File: src/rtl/hsvrgb_pkg.sv
`timescale 1ns / 1ps

package hsvrgb_pkg;

	// fixed-point format of hue, saturation and value
	localparam int FRAC_BITS = 16;
	localparam int IN_W      = 17;
	localparam int ONE       = 1 << FRAC_BITS;

	// hue * 6 and its integer part (sector before wrap)
	localparam int H6_W      = IN_W + 3;
	localparam int SEC_RAW_W = H6_W - FRAC_BITS;
	localparam int SECTORS   = 6;

	// 1 - f, then the signed factors 1-s, 1-s*f, 1-s*(1-f)
	localparam int OMF_W = FRAC_BITS + 1;
	localparam int FAC_W = IN_W + 2;

	// channel level v*factor, signed, 2*FRAC_BITS fraction bits
	localparam int LVL_W = IN_W + 1 + FAC_W;

	localparam int OUT_W    = 8;
	localparam int CHAN_MAX = 255;

	localparam int PIPE_DEPTH = 5;
	localparam int CNT_W      = $clog2(PIPE_DEPTH + 1);

	localparam int S_DATA_W = ((3 * IN_W + 7) / 8) * 8;
	localparam int M_DATA_W = ((3 * OUT_W + 7) / 8) * 8;

	typedef logic [IN_W-1:0]         fld_t;
	typedef logic signed [FAC_W-1:0] factor_t;
	typedef logic signed [LVL_W-1:0] level_t;
	typedef logic [OUT_W-1:0]        chan_t;

	// color wheel sectors, red at 0
	typedef enum logic [2:0] {
		SEC_RED_YEL,
		SEC_YEL_GRN,
		SEC_GRN_CYN,
		SEC_CYN_BLU,
		SEC_BLU_MAG,
		SEC_MAG_RED
	} sector_t;

	// integer part of hue*6 stays below twice the sector count
	function automatic sector_t wrap_sector(input logic [SEC_RAW_W-1:0] raw);
		logic [SEC_RAW_W-1:0] r;
		r = (raw >= SEC_RAW_W'(SECTORS)) ? raw - SEC_RAW_W'(SECTORS) : raw;
		return sector_t'(r[2:0]);
	endfunction

endpackage

File: src/rtl/hsvrgb_to_byte.sv
`timescale 1ns / 1ps

module hsvrgb_to_byte (
	input  hsvrgb_pkg::level_t level,
	output hsvrgb_pkg::chan_t  chan
);
	import hsvrgb_pkg::*;

	localparam int MAG_W  = LVL_W - 1;
	localparam int PROD_W = MAG_W + OUT_W;
	localparam int HI_W   = PROD_W - 2 * FRAC_BITS;

	logic [MAG_W-1:0]  mag;
	logic [PROD_W-1:0] prod;
	logic [HI_W-1:0]   hi;

	// level * 255 as (level << 8) - level
	assign mag  = level[MAG_W-1:0];
	assign prod = (PROD_W'(mag) << OUT_W) - PROD_W'(mag);
	assign hi   = prod[PROD_W-1:2*FRAC_BITS];

	always_comb begin
		if (level <= 0) begin
			chan = '0;
		end else if (hi > HI_W'(CHAN_MAX)) begin
			chan = OUT_W'(CHAN_MAX);
		end else begin
			chan = hi[OUT_W-1:0];
		end
	end

endmodule

File: src/rtl/hsv_to_rgb_color_core.sv
`timescale 1ns / 1ps
// channel  dir  handshake           tdata fields (lsb up)
// s_axis   in   s_tvalid/s_tready   hue[16:0] saturation[33:17] brightness[50:34]
// m_axis   out  m_tvalid/m_tready   red[7:0] green[15:8] blue[23:16]
//
// Five register stages, one pixel per clock while the output is not stalled.
// Stages: hue*6 and sector, s*f products, factors, v*factor, route and byte clamp.
// Each stage loads when it is empty or the next one moves, so bubbles close
// up under stall and s_tready drops only with all five stages full.
// arst_n clears the valid bits only.

module hsv_to_rgb_color_core (
	input  logic                            clk,
	input  logic                            arst_n,
	input  logic                            s_tvalid,
	output logic                            s_tready,
	input  logic [hsvrgb_pkg::S_DATA_W-1:0] s_tdata,  // hue, saturation, brightness
	output logic                            m_tvalid,
	input  logic                            m_tready,
	output logic [hsvrgb_pkg::M_DATA_W-1:0] m_tdata   // red, green, blue
);
	import hsvrgb_pkg::*;

	fld_t hue, sat, bri;
	assign hue = s_tdata[IN_W-1:0];
	assign sat = s_tdata[2*IN_W-1:IN_W];
	assign bri = s_tdata[3*IN_W-1:2*IN_W];

	logic vld_s1, vld_s2, vld_s3, vld_s4, vld_s5;
	logic en1, en2, en3, en4, en5;

	assign en5 = !vld_s5 || m_tready;
	assign en4 = !vld_s4 || en5;
	assign en3 = !vld_s3 || en4;
	assign en2 = !vld_s2 || en3;
	assign en1 = !vld_s1 || en2;
	assign s_tready = en1;

	always_ff @(posedge clk or negedge arst_n) begin
		if (!arst_n) begin
			vld_s1 <= 1'b0;
			vld_s2 <= 1'b0;
			vld_s3 <= 1'b0;
			vld_s4 <= 1'b0;
			vld_s5 <= 1'b0;
		end else begin
			if (en1) vld_s1 <= s_tvalid;
			if (en2) vld_s2 <= vld_s1;
			if (en3) vld_s3 <= vld_s2;
			if (en4) vld_s4 <= vld_s3;
			if (en5) vld_s5 <= vld_s4;
		end
	end

	// stage 1: hue * 6 split into sector and fraction
	logic [H6_W-1:0]      h6;
	logic [FRAC_BITS-1:0] f_s1;
	sector_t              sec_s1;
	fld_t                 sat_s1, bri_s1;
	logic                 grey_s1;

	assign h6 = (H6_W'(hue) << 2) + (H6_W'(hue) << 1);

	always_ff @(posedge clk) begin
		if (en1) begin
			sec_s1  <= wrap_sector(h6[H6_W-1:FRAC_BITS]);
			f_s1    <= h6[FRAC_BITS-1:0];
			sat_s1  <= sat;
			bri_s1  <= bri;
			grey_s1 <= (sat == '0);
		end
	end

	// stage 2: s*f and s*(1-f), truncated to FRAC_BITS fraction bits
	logic [IN_W+FRAC_BITS-1:0] sf_full;
	logic [OMF_W-1:0]          omf;
	logic [IN_W+OMF_W-1:0]     s1f_full;
	fld_t                      sf_s2, sat_s2, bri_s2;
	logic [IN_W:0]             s1f_s2;
	sector_t                   sec_s2;
	logic                      grey_s2;

	assign sf_full  = (IN_W+FRAC_BITS)'(sat_s1) * (IN_W+FRAC_BITS)'(f_s1);
	assign omf      = OMF_W'(ONE) - OMF_W'(f_s1);
	assign s1f_full = (IN_W+OMF_W)'(sat_s1) * (IN_W+OMF_W)'(omf);

	always_ff @(posedge clk) begin
		if (en2) begin
			sf_s2   <= sf_full[IN_W+FRAC_BITS-1:FRAC_BITS];
			s1f_s2  <= s1f_full[IN_W+OMF_W-1:FRAC_BITS];
			sat_s2  <= sat_s1;
			bri_s2  <= bri_s1;
			sec_s2  <= sec_s1;
			grey_s2 <= grey_s1;
		end
	end

	// stage 3: signed factors, which can go negative only once saturation exceeds one
	factor_t fp_s3, fq_s3, ft_s3;
	fld_t    bri_s3;
	sector_t sec_s3;
	logic    grey_s3;

	always_ff @(posedge clk) begin
		if (en3) begin
			fp_s3   <= $signed(FAC_W'(ONE)) - $signed(FAC_W'(sat_s2));
			fq_s3   <= $signed(FAC_W'(ONE)) - $signed(FAC_W'(sf_s2));
			ft_s3   <= $signed(FAC_W'(ONE)) - $signed(FAC_W'(s1f_s2));
			bri_s3  <= bri_s2;
			sec_s3  <= sec_s2;
			grey_s3 <= grey_s2;
		end
	end

	// stage 4: channel levels v * factor
	logic signed [IN_W:0] bri_sx;
	level_t  lp_s4, lq_s4, lt_s4;
	fld_t    bri_s4;
	sector_t sec_s4;
	logic    grey_s4;

	assign bri_sx = $signed({1'b0, bri_s3});

	always_ff @(posedge clk) begin
		if (en4) begin
			lp_s4   <= bri_sx * fp_s3;
			lq_s4   <= bri_sx * fq_s3;
			lt_s4   <= bri_sx * ft_s3;
			bri_s4  <= bri_s3;
			sec_s4  <= sec_s3;
			grey_s4 <= grey_s3;
		end
	end

	// stage 5: route by sector (all channels v when grey), scale to a byte
	level_t lv, lr, lg, lb;
	chan_t  r_c, g_c, b_c;
	chan_t  red_s5, green_s5, blue_s5;

	assign lv = level_t'({bri_s4, FRAC_BITS'(0)});

	always_comb begin
		if (grey_s4) begin
			lr = lv; lg = lv; lb = lv;
		end else begin
			case (sec_s4)
				SEC_RED_YEL: begin lr = lv;    lg = lt_s4; lb = lp_s4; end
				SEC_YEL_GRN: begin lr = lq_s4; lg = lv;    lb = lp_s4; end
				SEC_GRN_CYN: begin lr = lp_s4; lg = lv;    lb = lt_s4; end
				SEC_CYN_BLU: begin lr = lp_s4; lg = lq_s4; lb = lv;    end
				SEC_BLU_MAG: begin lr = lt_s4; lg = lp_s4; lb = lv;    end
				default:     begin lr = lv;    lg = lp_s4; lb = lq_s4; end
			endcase
		end
	end

	hsvrgb_to_byte u_red   (.level(lr), .chan(r_c));
	hsvrgb_to_byte u_green (.level(lg), .chan(g_c));
	hsvrgb_to_byte u_blue  (.level(lb), .chan(b_c));

	always_ff @(posedge clk) begin
		if (en5) begin
			red_s5   <= r_c;
			green_s5 <= g_c;
			blue_s5  <= b_c;
		end
	end

	assign m_tvalid = vld_s5;
	assign m_tdata  = M_DATA_W'({blue_s5, green_s5, red_s5});

endmodule

File: config.mk
export PLATFORM = sky130hd
export DESIGN_NAME = hsv_to_rgb_color_core
export DESIGN_NICKNAME = d
export VERILOG_FILES = /design/src/rtl/hsvrgb_pkg.sv /design/src/rtl/hsvrgb_to_byte.sv /design/src/rtl/hsv_to_rgb_color_core.sv
export SDC_FILE = /design/constraint.sdc
export NUM_CORES = 2
export LEC_CHECK = 0
export BUFFER_PORTS_ARGS = -buffer_cell sky130_fd_sc_hd__buf_2
export CELL_PAD_IN_SITES_DETAIL_PLACEMENT = 1
export CELL_PAD_IN_SITES_GLOBAL_PLACEMENT = 2
export CORE_MARGIN = 2
export CORE_UTILIZATION = 30
export CTS_CLUSTER_DIAMETER = 120
export DETAILED_ROUTE_END_ITERATION = 16
export PLACE_DENSITY_LB_ADDON = 0.1
export SLEW_MARGIN = 30
export SYNTH_ARGS = -nofsm -noshare
export SYNTH_HDL_FRONTEND = slang
export SYNTH_SLANG_ARGS = --single-unit
File: constraint.sdc
create_clock -name clk -period 8.03 [get_ports clk]
set_input_delay 0.4015 -clock clk [delete_from_list [all_inputs] [get_ports clk]]
set_output_delay 0.4015 -clock clk [all_outputs]
set_load 0.005 [all_outputs]
---- After elaboration in Yosys (flattened, before gate mapping) ----
Cells that the tools add are included.
word-level totals
  flip-flop bits (word level) ............. 364
  input port bits ......................... 60
  output and inout bits ................... 26
operators by class
  $add $sub $neg .......................... 9
  $mul .................................... 5
  magnitude comparators ................... 7
  equality and inequality tests ........... 4
  multiplexer cells ....................... 10
  reduce and logical (&&, ||, !) cells .... 16
operators with widths
  operator                count
  $pmux 37 s3             3
  $sub 44x36->44          3
  $le 37x1->1 const B     3
  $mux 37                 3
  $mul 18x18->36          2
  $mul 18x19->37          1
  $gt 12x8->1 const B     3
  $sub 17x17->18 const A  2
  $mul 17x17->34          1
  $mul 17x16->33          1
  $mux 8                  3
  $add 19x18->20          1
  $sub 17x18->19 const A  1
  $logic_not 17->1        1
  $sub 17x16->17 const A  1
  $reduce_or 2->1         4
  $eq 3x2->1 const B      2
  $logic_not 1->1         5
  $logic_or 1x1->1        5
  $ge 4x3->1 const B      1
  $eq 3x1->1 const B      1
  $eq 3x3->1 const B      1
  $logic_not 3->1         1
  $mux 3                  1
  $sub 3x3->3 const B     1

---- Depth between registers and ports, before layout ----
  depth after elaboration ................. 7
  gate-level depth with buffers ........... 32

---- Cells and area by module ----
From an unflattened synthesis, not the netlist that was laid out.
second synthesis, totals
  cells, all modules ...................... 7,622
  area, all modules ....................... 70,161.0 um^2
modules (own cells, without submodules)
  module                 times used  cells each  area each (um^2)
  hsv_to_rgb_color_core  1           6,815       64,849.7
  hsvrgb_to_byte         3           269         1,770.4

---- Worst setup path after synthesis ----
No wires, ideal clock.
  path kind ............................... register to register
  from .................................... reg f_s1[2]
  to ...................................... reg s1f_s2[14] (data pin)
  library setup time ...................... 0.258 ns
  data arrival time ....................... 7.596 ns
  required time ........................... 7.772 ns
  path slack .............................. 0.176 ns
  cell stages (with the launch flop) ...... 33
  path buffers ............................ 4
  cell sequence ........................... edfxtp_1 -> clkbuf_1 -> clkbuf_1 -> inv_1 -> ha_1 -> nand2_1 -> clkbuf_1 -> nor2_1 -> xnor2_1 -> clkbuf_1 -> nand2_1 -> fa_1 -> inv_1 -> fa_1 -> inv_1 -> fa_1 -> inv_1 -> fa_1 -> fa_1 -> inv_1 -> fa_1 -> inv_1 -> ha_1 -> a211o_1 -> a21oi_1 -> a221oi_1 -> a32o_1 -> a21oi_1 -> o21ai_0 -> o41ai_1 -> o31ai_1 -> a21oi_1 -> xnor2_1
on the way
  cells in the longest elaborated chain, start to end .. 2
RTL lines
  item                    line                         RTL
  start, declared         hsv_to_rgb_color_core.sv:57  logic [FRAC_BITS-1:0] f_s1;
  start signal, assigned  hsv_to_rgb_color_core.sv:67  f_s1 <= h6[FRAC_BITS-1:0];
  $sub 17x16->17          hsv_to_rgb_color_core.sv:84  assign omf = OMF_W'(ONE) - OMF_W'(f_s1);
  $mul 17x17->34          hsv_to_rgb_color_core.sv:85  assign s1f_full = (IN_W+OMF_W)'(sat_s1) * (IN_W+OMF_W)'(omf);
  net s1f_full[30]        hsv_to_rgb_color_core.sv:77  logic [IN_W+OMF_W-1:0] s1f_full;
  end signal, assigned    hsv_to_rgb_color_core.sv:90  s1f_s2 <= s1f_full[IN_W+OMF_W-1:FRAC_BITS];
  end, declared           hsv_to_rgb_color_core.sv:79  logic [IN_W:0] s1f_s2;
The timed path passes the listed nets, and every way through them passes these cells.
A chain may end at the register's enable or synchronous reset.

---- Worst setup path after layout ----
  from .................................... reg f_s1[6]
  to ...................................... reg s1f_s2[14] (data pin)
Same word-level chain as after synthesis.

==> summary.md <==
The die width is 486 um, and the initial cell density of the core is 0.302. Clock tree synthesis found a total of 361 sinks. Standard cell with the maximum stage delay on the critical path: sky130_fd_sc_hd__or4_1. Clock skew on the completed layout was measured at 0.0552 ns. The top achievable clock speed came out at 0.132 GHz. The relative slew slack was 0.307. Register-to-register setup slack: 0.45 ns. The time the worst path needs with I/O delays and setup is 7.58 ns, and the number of buffers on the longest clock path is 3. Summed over all failing endpoints, the final setup total negative slack is 0 ns. The tools report the placeable core region as 231,000 um2. Overall overflow remaining after global route: 0.

The end of the worst register-to-register path is s1f_s2[14]. The total standard cell area after synthesis came out at 69,700 um2. STA classifies the critical path startpoint as a register. The die is 486 um tall.

After the last flow step, the layout net total stands at 9,599. After synthesis, the mean cell area works out to 9.21 um2. The worst hold path passes through 2 cells.

The number of hold violations in the final report was 0. In this run the critical register-to-register path is launched from f_s1[6]. The critical path is of the register to register type. Synthesis produced a netlist whose cell count is 7,572.

The run gives 0 as the count of antenna-violating nets left after detailed routing. STA classifies the critical path endpoint as a register. The flow ran to the end, and the final reports show no timing, DRC or antenna violations.

The floorplan step defined a die boundary enclosing 236,000 um2. The first global-routing pass estimated 372,000 um of wire. The delay of the slowest cell on the worst path works out to 0.58 ns. After clock tree synthesis, the clock-pin slew on the worst setup and hold paths is 0.06 ns. Hold timing on the final database bottoms out at a slack of 0.122 ns. Count of input and output buffers: 80. Wires add up to 241,000 um. The tools report the detailed-route via count as 52,000. The share of the yosys chip area belonging to registers came out at 0.155.

The worst hold path begins at s_tdata[1]. The netlist uses 85 different library cells. For the number of clock buffers inserted by TritonCTS, the log shows 52. The number of enable flip-flop cells after synthesis was 356. The tree is rooted in a sky130_fd_sc_hd__clkbuf_16.

In the final routed layout, each cell accounts on average for 22.5 um. The initial antenna violation count came out at 19. In the synthesized netlist the dominant register cell turns out to be sky130_fd_sc_hd__edfxtp_1. The post-detailed-placement half-perimeter wirelength was 199,000 um; the number of setup violations in the final report was 0. The Yosys step of the flow raised 0 warnings.

In this run the number of H-tree levels came out at 2. The portion of synthesized cell area occupied by the leading cell type is 0.347. Proportion of layout cells with a drive suffix above 1: 0.0641.

Compared with the post-synthesis result, the final layout area differs by 10.4%. The synthesized design contains 361 register bits. The max-capacitance violation count came out at 0. The min-delay analysis places its worst path in the category primary input to register.

The path with the worst hold slack has its endpoint at f_s1[2]. Sorting the synthesized cells by area gives the leading types as sky130_fd_sc_hd__fa_1 35%, sky130_fd_sc_hd__edfxtp_1 15%, sky130_fd_sc_hd__ha_1 12%, sky130_fd_sc_hd__inv_1 8.2%, sky130_fd_sc_hd__nand2_1 5.9%. In the post-synthesis netlist, the cell with the most instances is sky130_fd_sc_hd__inv_1. Setup slack closes at 0.448 ns.

Final number of max-transition violations: 0. The run gives 9,520 as the post-synthesis net count. At the worst endpoint, the required time is 8.48 ns. The slew at the pin with the worst max-slew slack works out to 1.03 ns. For the total routing usage reported by global routing, the log shows 0.208.

Setup repair after global routing left no endpoint under its margin. The number of global-route vias before repair is 58,500. The first TritonRoute pass finished after 5 iterations.

TritonCTS built the clock tree. Pin placement for this block handled 86 I/O pins. The routability congestion estimate from global placement is 0.826, and the post-route clock period utilization is 0.944. After detailed routing, the number of remaining DRC violations is 0. For the worst-skew pair, the clock arrives at the later sink with an insertion delay of 0.71 ns. The utilization of the core after routing came out at 0.334. The most numerous cell on the critical path is sky130_fd_sc_hd__fa_1. Of all nets on the critical path, the largest fanout is 8. Share of flip-flops with an asynchronous set or reset: 0.0139. The post-placement worst setup slack was 0.0791 ns.

Counting cells, the worst reg-to-reg path comes to 33. The signal arrival time at the worst endpoint was 8.03 ns. Entering global routing, the biggest net connects 172 pins. By count the netlist is led by 1,518 x sky130_fd_sc_hd__inv_1, 1,207 x sky130_fd_sc_hd__fa_1, 1,100 x sky130_fd_sc_hd__nand2_1. Dividing the detail-routed via count by the number of cells gives 4.85. For the initial DRC count, the log shows 2,221. The number of placement rows is 176. Of all cell types, the one taking the most synthesized area is sky130_fd_sc_hd__fa_1.
## registers in the layout, indices dropped and copies added, names as in the netlist, 8 cells and up
name,cells
lq_s4,36
fq_s3,18
lp_s4,36
bri_s4,17
red_s5,8
s1f_s2,18
blue_s5,8
fp_s3,18
sat_s1,17
bri_s1,17
f_s1,15
sat_s2,17
bri_s2,17
lt_s4,37
ft_s3,19
bri_s3,17
sf_s2,17
green_s5,8
## what timing repair did
| item | CTS | global route |
|---|---|---|
| hold buffers | 38 | 0 |
| endpoints found under the hold margin | 42 | 0 |
| gates resized for setup | 0 | 15 |
| endpoints found under the setup margin | 0 | 12 |
| setup buffers | 0 | 1 |
## how the worst max path moves through the flow
stage | from | end | slack (ns) | cells past startpoint
floorplan | f_s1[2] | s1f_s2[14] | 0.18 | 32
global placement | f_s1[6] | s1f_s2[14] | 0.05 | 32
detailed placement | f_s1[6] | s1f_s2[14] | 0.08 | 28
CTS | f_s1[6] | s1f_s2[14] | 0.08 | 33
global route | f_s1[6] | s1f_s2[17] | 0.005 | 31
finish | f_s1[6] | s1f_s2[14] | 0.45 | 33
## cell usage in the layout, fill, tap and decap left out, drive strengths merged, types with 65 or more instances in the layout
cell and instances:
a21o 85, a21oi 292, and2 528, buf 343, edfxtp 356, fa 1207
ha 681, inv 1527, nand2 1100, nand2b 67, nor2 221, o21ai 156
xnor2 157, xor2 65
## final cells by class
cell class              instances  area, um2
fillers                     26400     154000
multi-input cells            5336      51900
flip-flops and latches        361      10800
inverters                    1519       5700
well taps                    3026       3790
repair buffers                381       3050
clock buffers                  59       1350
clock inverters                35        365
diodes                          3       7.51
## metrics by stage
stage / cells / cell area [um2]
3_5_place_dp: 10600 / 74800
4_1_cts: 10700 / 76900
2_1_floorplan: 7572 / 69700
5_1_grt: 10700 / 77000
3_3_place_gp: 10600 / 74800
6_report: 10700 / 77000
## kinds of logic after synthesis
group                    Yosys count  share of synthesized area
AND/OR/NAND/NOR                 2313                      0.161
adder cells (fa/ha/maj)         1888                      0.469
buffers and inverters           1875                      0.102
AO/OA/AOI/OAI                    883                     0.0815
flip-flops                       361                      0.155
XOR/XNOR                         222                     0.0279
multiplexers                      30                    0.00434
## worst max-delay path, delay by kind of cell, from the launching register on
family / cells / cell delay, ns
flops: 1 / 0.38
xor+xnor: 2 / 0.21
fa+ha+maj: 7 / 2.93
compound gates: 9 / 1.58
buf+inv: 9 / 1.09
simple gates: 6 / 1.14
## metal layers
layer  vias to the layer above  track usage  routed length, um
li1                      23900            -                  -
met1                     27300        0.287             114000
met2                       567        0.360             117000
met3                       156       0.0149               5440
met4                         0       0.0369               4510
met5                         -            0                  0
Power is left out: the tool's default activity adds up to more than one toggle a clock period on the data nets, which glitch-free logic cannot reach.
